## src/kmnc_ram.sv

```systemverilog
// Generic single-port-write, single-port-read RAM with registered read data.
// No dependencies.
`timescale 1ns / 1ps

module kmnc_ram #(
  parameter int unsigned WIDTH = 32,
  parameter int unsigned DEPTH = 16,
  localparam int unsigned AW = (DEPTH > 1) ? $clog2(DEPTH) : 1
) (
  input  logic             clk_i,
  input  logic             we_i,
  input  logic [AW-1:0]    waddr_i,
  input  logic [WIDTH-1:0] wdata_i,
  input  logic [AW-1:0]    raddr_i,
  output logic [WIDTH-1:0] rdata_o
);

  logic [WIDTH-1:0] mem_q [DEPTH];
  logic [WIDTH-1:0] rdata_q;

  always_ff @(posedge clk_i) begin
    if (we_i) begin
      mem_q[waddr_i] <= wdata_i;
    end
    rdata_q <= mem_q[raddr_i];
  end

  assign rdata_o = rdata_q;

endmodule

```

## config.mk

```make
export PLATFORM = sky130hd
export DESIGN_NAME = kmnc_ram
export DESIGN_NICKNAME = d
export VERILOG_FILES = /design/src/kmnc_ram.sv
export SDC_FILE = /design/constraint.sdc
export NUM_CORES = 1
export LEC_CHECK = 0
export ABC_AREA = 1
export BUFFER_PORTS_ARGS = -buffer_cell sky130_fd_sc_hd__buf_4
export CORE_ASPECT_RATIO = 2
export CORE_UTILIZATION = 62
export CTS_CLUSTER_DIAMETER = 50
export DETAILED_ROUTE_END_ITERATION = 7
export HOLD_SLACK_MARGIN = 0.1
export PLACE_DENSITY = 0.8
export SKIP_CTS_REPAIR_TIMING = 1
export SLEW_MARGIN = 20
export SYNTH_ARGS = -nofsm -noshare
export SYNTH_HDL_FRONTEND = slang
export SYNTH_SLANG_ARGS = --single-unit
```

## constraint.sdc

```tcl
create_clock -name clk_i -period 4 [get_ports clk_i]
set_clock_uncertainty 0.1 [all_clocks]
set_input_delay 0.8 -clock clk_i [delete_from_list [all_inputs] [get_ports clk_i]]
set_output_delay 0.8 -clock clk_i [all_outputs]
set_load 0.01 [all_outputs]
```

# After elaboration in Yosys (flattened, before gate mapping)
# Memories as Yosys holds them, arrays and structs flattened. A register that Yosys moved wholly into a read port is not among the register bits.
# Cells that the tools add are included.
[classes]
n_mux = 2
[ops]
columns = ["cell", "n"]
rows = [
  ["$mux W1", 2],
]
[word_totals]
input_bits = 42
ff_bits = 0
memories = 1
mem_bits_rw = 512
[memory_table]
columns = ["name", "words", "width", "read_ports", "rd_ports_with_merged_regs", "write_ports", "line_no", "text"]
rows = [
  ["mem_q", 16, 32, 1, 1, 1, "18", "logic [WIDTH-1:0] mem_q [DEPTH];"],
]

# Depth between registers and ports, before layout
# Gate-level depths: netlist of run 1.
[depth]
depth_word = 2
ltp_mapped = 10

# Least setup slack after synthesis of run 1
# OpenSTA, ideal clock, no wires.
[synth_timing]
path_kind = "in2reg"
startpoint = "in waddr_i[2]"
endpoint = "mem mem_q[10][0], enable pin"
required_time_ns = 3.479
path_stages = 2
n_path_buf = 0
slack_ns = 1.107
arrival_time_ns = 2.372
path_cell_list = "nand3b_1 > nor2_1"
[synth_rtl]
columns = ["element", "line_no", "text"]
rows = [
  ["start: declaration", "12", "input logic [AW-1:0] waddr_i,"],
  ["end: declaration", "18", ""],
]
# Straight into the memory's write port.

# Final worst setup path of run 1
[layout_timing]
startpoint = "in waddr_i[2]"
endpoint = "mem mem_q[11][2], enable pin"
# Straight into the memory's write port.

==> run metrics, run 1 <==
endpoints failing setup=0; Net Switching=2.58 mW; IO Port Bufs=73; crit path time final=2.31 ns; area leader, netlist=edfxtp_1; top cells by count, synth=677 x nand2_1, 512 x edfxtp_1, 388 x inv_1; Core ar.=35900 sq um; Die Span Y=273 um; largest net degree at the start of global routing=about 120; Final Max Slew Viols=0; DR iter-0 viols=1641; I/O Pins=74; Placer Congestion=0.833; remaining antenna violation count=0; Most common cell on crit path=buf_4; Crit path required time=4.15 ns; Worst VDD drop=about 490 uV; Cell Area, Synth=roughly 23000 sq um; max_cap viols=0; hold_sp=wdata_i[11]; FMAX=0.433 GHz; Final Power=11.8 mW; Place WS=1.13 ns; number of enable flip-flop cells after synthesis=512; final hold violations=0; run status=complete, but fails checks; first-pass GRT wire length=a little over 80 mm; Final Instance Area=25200 sq um; H-tree Lvls=2; total grt overflow=0; Syn Inst Count=2120; clock group share of total power=0.388; failing checks=design-rule violations; crit path launch type=primary input; syn nets=2162; Logic pwr share=0.067; gr usage total=0.301; slowest library cell on the worst path=nor2_4; Post-route DRC=3; reg2reg start=mem_q[5][22]$_DFFE_PP_; share of layout cells above drive strength 1=0.0879; beginning of the critical path=waddr_i[2]; final core occ=0.702; Worst Setup End Kind=flop; die width=about 140 um; final worst setup slack=1.69 ns; Final #Nets=~2200; CP arrival=2.46 ns; CTS root buf=clkbuf_16; Inserted Clock Buffers=45; top cell type's share of synthesized area=0.676; CTS clk-pin slew, worst paths=0.06 ns; TritonCTS clock tree=yes; CTS sink count=approximately 540; Avg Vias per Cell=between 5 and 6; Layout area overhead=10.9%; vias in the first global route=15700; Ys Warns=0; sequential power share=0.544; CP Class=in2reg; Initial Util=0.633; CP Cell Sequence=buf_4 > nand3b_1 > nor2_4 > buf_4; Area contributors post-synth=edfxtp_1 68%, nand2_1 11%, nand3_1 8.5%; vias=15400; WL/cell=20.4 um; Slew headroom=0.320; Distinct cells, synth=15; worst-case clock buffer depth=3; Internal Power=9.19 mW; Placement Cell Area=23700 sq um; Die Area=37500 sq um; CP peak stage delay=0.74 ns; Leak Pwr=10.8 nW; top_reg_cell synth=edfxtp_1; drt first pass iters=8; critical-path maximum fanout=20; final WL=54.2 mm; #FFs+latches synth=544; hold crit path type=in2reg; Setup TNS=0 ns; Clock Latency Late Sink=0.57 ns; DP HPWL=a little over 30 mm; number of core rows=98; initial antenna violation count=1; antenna fix cells=0; PD cells=467 nW/um^2; Seq/Total Area, Yosys=0.705; Post-synth ARST share=0; syn_area_per_cell=10.7 sq um; top-count cell post-synth=nand2_1; crit share post-route=0.578; RSZ-0062 raised after global routing=no; Switching Fraction=0.219; worst-margin pin slew=1.02 ns
==> cells by family (layout without fill, tap and decap cells) <==
group         Yosys count  after routing  synth area share
simple gates         1081           1081             0.200
flops                 544            544             0.705
buf+inv               495            581            0.0954
==> worst max-delay path, delay by kind of cell <==
kind	cells	cell delay, ns
and+or+nand+nor	2	1.15
buffers and inverters	2	0.50
==> metal layers <==
metal | vias to the layer above | track usage | routed length (um)
met5 | - | 0 | 9
li1 | 6926 | - | -
met3 | 241 | 0.0443 | 4720
met1 | 7278 | 0.360 | 18500
met2 | 957 | 0.500 | 27600
met4 | 2 | 0.198 | 3290
==> sequential cells by signal, summed over array words and instances (netlist names) <==
signal and count:
rdata_o 32, mem_q 512
==> power by group through the flow <==
stage / clock network [mW] / logic [mW] / registers [mW]
after floorplan: 0 / 0.434 / 6.54
after global placement: 0 / 0.745 / 6.53
after detailed placement: 0 / 0.774 / 6.53
after CTS: 4.58 / 0.783 / 6.41
after global routing: 4.78 / 0.859 / 6.42
final: 4.57 / 0.792 / 6.41
==> placed cells by master, fill, tap and decap left out <==
cell / instances
buf_12: 8
buf_16: 3
buf_4: 96
buf_6: 1
bufinv_16: 7
clkbuf_1: 14
clkbuf_16: 45
clkbuf_8: 2
clkinv_1: 2
clkinv_2: 7
clkinv_8: 1
clkinvlp_4: 3
dfxtp_1: 32
edfxtp_1: 512
inv_1: 387
inv_2: 1
inv_4: 1
inv_6: 3
nand2_1: 677
nand3_1: 385
nand3b_1: 2
nor2_1: 1
nor2_4: 16
==> final cells by class <==
type	instances	area, sq um
clock inverters	22	309
well taps	450	563
multi-input cells	1081	4670
flip-flops and latches	544	16000
fillers	2398	10700
repair buffers	108	975
inverters	390	1470
clock buffers	61	1210
==> through the flow <==
step,hold slack (ns),instances
after global routing,0.444,2656
after floorplan,0.507,2120
after CTS,0.426,2656
final,0.438,2656
after detailed placement,0.548,2573
after global placement,0.542,2570
==> path summary, 6_finish.rpt <==
path,endpoint,slack [ns],cells after the start
worst max-delay path,mem_q[11][2]$_DFFE_PP_,1.69,4
worst max register to register,rdata_o[22]$_DFF_P_,2.70,6
worst min register to register,rdata_o[14]$_DFF_P_,0.57,6
worst min-delay path,mem_q[7][11]$_DFFE_PP_,0.44,1
No activity file was read; power rests on OpenSTA's default activity.
==> run 2, diff against run 1 <==
--- a/config.mk
+++ b/config.mk
@@ -5,14 +5,14 @@
 export SDC_FILE = /design/constraint.sdc
 export NUM_CORES = 1
 export LEC_CHECK = 0
-export ABC_AREA = 1
+export ABC_AREA = 0
 export BUFFER_PORTS_ARGS = -buffer_cell sky130_fd_sc_hd__buf_4
 export CORE_ASPECT_RATIO = 2
-export CORE_UTILIZATION = 62
+export CORE_UTILIZATION = 55
 export CTS_CLUSTER_DIAMETER = 50
 export DETAILED_ROUTE_END_ITERATION = 7
 export HOLD_SLACK_MARGIN = 0.1
-export PLACE_DENSITY = 0.8
+export PLACE_DENSITY = 0.75
 export SKIP_CTS_REPAIR_TIMING = 1
 export SLEW_MARGIN = 20
 export SYNTH_ARGS = -nofsm -noshare
==> constraint.sdc (replaced) <==
create_clock -name clk_i -period 2.1 [get_ports clk_i]
set_clock_uncertainty 0.1 [all_clocks]
set_input_delay 0.42 -clock clk_i [delete_from_list [all_inputs] [get_ports clk_i]]
set_output_delay 0.42 -clock clk_i [all_outputs]
set_load 0.01 [all_outputs]
==> run metrics, run 2 <==
run status=finished clean; Core ar.=35700 sq um; Post-synth ARST share=0; commonest cells after routing, fill and taps aside=512 x edfxtp_1, 128 x mux4_2, 85 x buf_4; Die Span Y=271 um; Multi-input gate area=3780 sq um; Initial Util=0.556; worst-case clock buffer depth=3; antenna fix cells=0; Crit path required time=1.58 ns; Placer Congestion=between 0.7 and 0.8; top_reg_cell synth=edfxtp_1; Logic pwr share=0.057; final WL=between 40 and 50 mm; FMAX=0.617 GHz; endpoints failing setup=0; Net Switching=4.28 mW; CTS sink count=~540; Worst VDD drop=793 uV; H-tree Lvls=2; #FFs+latches synth=between 500 and 600; TritonCTS clock tree=yes; Distinct cells, synth=18; area leader, netlist=edfxtp_1; Syn Inst Count=roughly 840; Die Area=between 30000 and 40000 sq um; Inserted Clock Buffers=42; clock group share of total power=0.384; gr usage total=0.235; total grt overflow=0; Synth Area in Adders=0; Synth Area in Compound Gates=0.0242; share of layout cells above drive strength 1=0.328; largest net degree at the start of global routing=55; Worst Setup End Kind=primary output; post-synthesis simple-gate area fraction=0.0127; Seq/Total Area, Yosys=0.807; Internal Power=between 15 and 20 mW; first-pass GRT wire length=60.7 mm; CP arrival=1.10 ns; drt first pass iters=5; Final Max Slew Viols=0; Ys Warns=0; syn_area_per_cell=23.7 sq um; DP HPWL=22.0 mm; final core occ=0.660; CTS root buf=clkbuf_16; Leak Pwr=between 7 and 8 nW; Layout area overhead=18.5%; most common cell after layout, fill and taps aside=edfxtp_1; Area contributors post-synth=edfxtp_1 77%, mux4_2 15%, dfxtp_1 3.2%; Min Hold Slack=0.271 ns; max reg flops=slightly above 500; initial antenna violation count=0; RSZ-0062 raised after global routing=no; vias in the first global route=approximately 10000; DR iter-0 viols=860; number of core rows=98; vias=9296; sequential power share=0.559; final hold violations=0; mux cell area share after synthesis=0.145; Final #Nets=1036; Avg Vias per Cell=6.30; IO Port Bufs=between 70 and 80; Slew headroom=0.327; Largest delay share family, worst path=flip-flops; CP peak stage delay=between 0.4 and 0.5 ns; PD cells=928 nW/um^2; Clock Latency Late Sink=0.55 ns; number of enable flip-flop cells after synthesis=about 510; register area=16000 sq um; Layout fillers=2196; crit path time final=1.62 ns; remaining antenna violation count=0; I/O Pins=74; largest family of logic cells by synthesized area=multiplexers; critical-path maximum fanout=1; CP Cell Sequence=buf_4; worst-margin pin slew=1.01 ns; crit path launch type=flop; CTS clk-pin slew, worst paths=0.07 ns; hold crit path type=in2reg; Cell Area, Synth=~20000 sq um; syn nets=880; WL/cell=28.1 um; top cells by count, synth=512 x edfxtp_1, 128 x mux4_2, 64 x a22oi_1; Post-route DRC=0; max_cap viols=0; slowest library cell on the worst path=dfxtp_1; crit share post-route=0.772; top cell type's share of synthesized area=0.774; Worst Path Buf+Inv=1; Synth Area in XOR/XNOR=0; die width=136 um; top-count cell post-synth=edfxtp_1; CP Class=reg2out; Switching Fraction=0.196; largest register by flop count=mem_q
==> run 2: metrics by stage <==
| stage | power [mW] | area, sq um | worst slack (ns) | setup TNS (ns) | instances |
|---|---|---|---|---|---|
| after floorplan | 13.0 | 19900 | -0.448 | -159.04 | 838 |
| after global placement | 13.6 | 21700 | 0.0391 | 0 | 1368 |
| after detailed placement | 13.7 | 21700 | 0.0107 | 0 | 1368 |
| after CTS | 21.9 | 23200 | 0.473 | 0 | 1444 |
| after global routing | 22.4 | 23500 | 0.466 | 0 | 1476 |
| final | 21.8 | 23500 | 0.479 | 0 | 1476 |
==> run 2: worst reg2reg max path: stages, from the launching register on <==
cell      delay [ns]
edfxtp_1        0.41
mux4_2          0.50
a22oi_1         0.22
nand2_1         0.11
==> run 2: path summary, 6_finish.rpt <==
check	end	start	slack (ns)	cells after the start
max reg2reg	rdata_o[19]$_DFF_P_	mem_q[2][19]$_DFFE_PP_	0.63	3
max	rdata_o[25]	rdata_o[25]$_DFF_P_	0.48	1
min	rdata_o[5]$_DFF_P_	raddr_i[1]	0.27	4
min reg2reg	rdata_o[13]$_DFF_P_	mem_q[15][13]$_DFFE_PP_	0.57	3
==> run 2: cells by family (layout without fill, tap and decap cells) <==
| group | after synthesis | after routing |
|---|---|---|
| flip-flops | 544 | 544 |
| multiplexers | 128 | 128 |
| AO/OA/AOI/OAI | 64 | 64 |
| AND/OR/NAND/NOR | 59 | 59 |
| buffers and inverters | 43 | 231 |
==> run 2: final cells by class <==
type                       instances  share of cell area
sequential                       544               0.680
multi-input combinational        251               0.160
timing repair buffer             155              0.0728
clock buffer                      55              0.0503
tap                              450              0.0239
clock inverter                    21              0.0121
==> run 2: layer usage <==
layer,GRT usage,vias up,routed length (um)
met5,0,-,0
met1,0.306,4850,14900
met3,0.0382,112,3160
met4,0.112,0,1680
met2,0.386,467,21700
li1,-,3867,-
==> run 2: power by group through the flow <==
stage                     registers (mW)  clock network, mW  logic (mW)
after global placement              12.4                  0        1.18
after detailed placement            12.4                  0        1.20
after CTS                           12.2               8.48        1.21
final                               12.2               8.38        1.25
after floorplan                     12.5                  0       0.586
after global routing                12.2               8.84        1.33
==> run 3, diff against run 2 <==
--- a/config.mk
+++ b/config.mk
@@ -5,14 +5,14 @@
 export SDC_FILE = /design/constraint.sdc
 export NUM_CORES = 1
 export LEC_CHECK = 0
-export ABC_AREA = 0
+export ABC_AREA = 1
 export BUFFER_PORTS_ARGS = -buffer_cell sky130_fd_sc_hd__buf_4
 export CORE_ASPECT_RATIO = 2
-export CORE_UTILIZATION = 55
+export CORE_UTILIZATION = 62
 export CTS_CLUSTER_DIAMETER = 50
 export DETAILED_ROUTE_END_ITERATION = 7
 export HOLD_SLACK_MARGIN = 0.1
-export PLACE_DENSITY = 0.75
+export PLACE_DENSITY = 0.8
 export SKIP_CTS_REPAIR_TIMING = 1
 export SLEW_MARGIN = 20
 export SYNTH_ARGS = -nofsm -noshare
==> constraint.sdc (replaced) <==
create_clock -name clk_i -period 1.7 [get_ports clk_i]
set_clock_uncertainty 0.1 [all_clocks]
set_input_delay 0.34 -clock clk_i [delete_from_list [all_inputs] [get_ports clk_i]]
set_output_delay 0.34 -clock clk_i [all_outputs]
set_load 0.01 [all_outputs]
==> run metrics, run 3 (synthesis results as in run 1) <==
largest register by flop count=mem_q; final hold violations=0; Final Power=28.1 mW; Placer Congestion=0.902; clock group share of total power=0.381; CP Cell Sequence=buf_4; Die Area=37500 sq um; first-pass GRT wire length=95.5 mm; H-tree Lvls=2; CP peak stage delay=0.51 ns; Multi-input gate area=approximately 4700 sq um; crit path launch type=flop; number of core rows=98; Core ar.=~36000 sq um; PD cells=1060 nW/um^2; Final Instance Area=26600 sq um; Min Hold Slack=between 0.15 and 0.2 ns; final worst setup slack=-0.0108 ns; sequential power share=0.538; Layout fillers=2193; final WL=63.9 mm; DR iter-0 viols=approximately 1700; Place WS=-0.206 ns; CTS clk-pin slew, worst paths=0.07 ns; max reg flops=512; Worst Setup End Kind=primary output; Layout area overhead=17.2%; largest net degree at the start of global routing=65; failing checks=negative setup slack; Slew headroom=0.675; Internal Power=around 22 mW; vias in the first global route=about 17000; DP HPWL=between 40 and 50 mm; Crit path required time=1.26 ns; Largest delay share family, worst path=flip-flops; Logic pwr share=0.081; drt first pass iters=6; worst-margin pin slew=0.486 ns; crit path time final=1.71 ns; Die Span Y=273 um; register area=16000 sq um; run status=complete, but fails checks; share of layout cells above drive strength 1=0.119; CP arrival=about 1.3 ns; Worst Path Buf+Inv=1; IO Port Bufs=73; Final #Nets=2322; max_cap viols=0; TritonCTS clock tree=yes; I/O Pins=74; Inserted Clock Buffers=45; slowest library cell on the worst path=dfxtp_1; Clock Latency Late Sink=0.58 ns; gr usage total=0.357; crit share post-route=1.01; die width=roughly 140 um; Worst VDD drop=1060 uV; remaining antenna violation count=0; critical-path maximum fanout=1; Initial Util=0.633; commonest cells after routing, fill and taps aside=677 x nand2_1, 512 x edfxtp_1, 386 x inv_1; WL/cell=23.1 um; Leak Pwr=11.4 nW; RSZ-0062 raised after global routing=no; Placement Cell Area=24800 sq um; hold crit path type=in2reg; worst-case clock buffer depth=3; CTS sink count=544; CTS root buf=clkbuf_16; Final Max Slew Viols=0; Avg Vias per Cell=5.87; CP Class=reg2out; vias=16200; initial antenna violation count=0; endpoints failing setup=2; Switching Fraction=0.227; antenna fix cells=0; total grt overflow=0; FMAX=0.585 GHz; Net Switching=6.40 mW; most common cell after layout, fill and taps aside=nand2_1; Post-route DRC=0
==> run 3: changes by cell type in the layout (fill, tap and decap cells not counted), moves of 3 or more <==
| cell | change |
|---|---|
| nand2_1 | +644 |
| inv_1 | +386 |
| nand3_1 | +384 |
| mux4_2 | -128 |
| a22oi_1 | -64 |
| buf_4 | +46 |
| buf_12 | +17 |
| nor3_4 | -4 |
| bufinv_16 | -3 |
| clkbuf_8 | +3 |
| clkinv_2 | -3 |
| nor2_4 | +3 |
==> run 3: per-stage QoR <==
stage	util	setup TNS, ns	instances
2_1_floorplan	-	-116.80	2120
3_3_place_gp	0.690	-0.799	2651
3_5_place_dp	0.690	-1.18	2651
4_1_cts	0.732	-0.0541	2733
5_1_grt	0.741	0	2765
6_report	0.741	-0.0112	2765
==> run 3: final timing paths <==
path                                        startpoint                  end  slack (ns)  depth (start not counted)
worst max-delay path               rdata_o[19]$_DFF_P_          rdata_o[19]       -0.01                          1
worst min-delay path                        raddr_i[3]  rdata_o[27]$_DFF_P_        0.19                          4
worst max register to register  mem_q[0][30]$_DFFE_PP_  rdata_o[30]$_DFF_P_        0.17                          6
worst min register to register  mem_q[11][7]$_DFFE_PP_   rdata_o[7]$_DFF_P_        0.57                          6
==> run 3: layout make-up <==
type | count | share of cell area
Clock inverter | 20 | 0.00855
Clock buffer | 62 | 0.0485
Sequential cell | 544 | 0.601
Timing Repair Buffer | 218 | 0.0900
Tap cell | 450 | 0.0211
Inverter | 390 | 0.0552
Multi-Input combinational cell | 1081 | 0.175
==> run 3: power by group through the flow <==
| stage | Combinational (mW) | Sequential (mW) | Clock (mW) |
|---|---|---|---|
| 6_report | 2.29 | 15.1 | 10.7 |
| 5_1_grt | 2.42 | 15.1 | 11.2 |
| 4_1_cts | 2.18 | 15.1 | 10.7 |
| 3_5_place_dp | 2.14 | 15.4 | 0 |
| 3_3_place_gp | 2.07 | 15.4 | 0 |
| 2_1_floorplan | 1.03 | 15.4 | 0 |
==> run 3: layer usage <==
metal	routed length (um)	part of all wire	up-vias	track usage
met4	6590	0.10	0	0.316
met5	0	0	-	0
met3	5180	0.081	320	0.0532
met2	33400	0.52	1079	0.619
li1	-	-	7144	-
met1	18700	0.29	7699	0.364
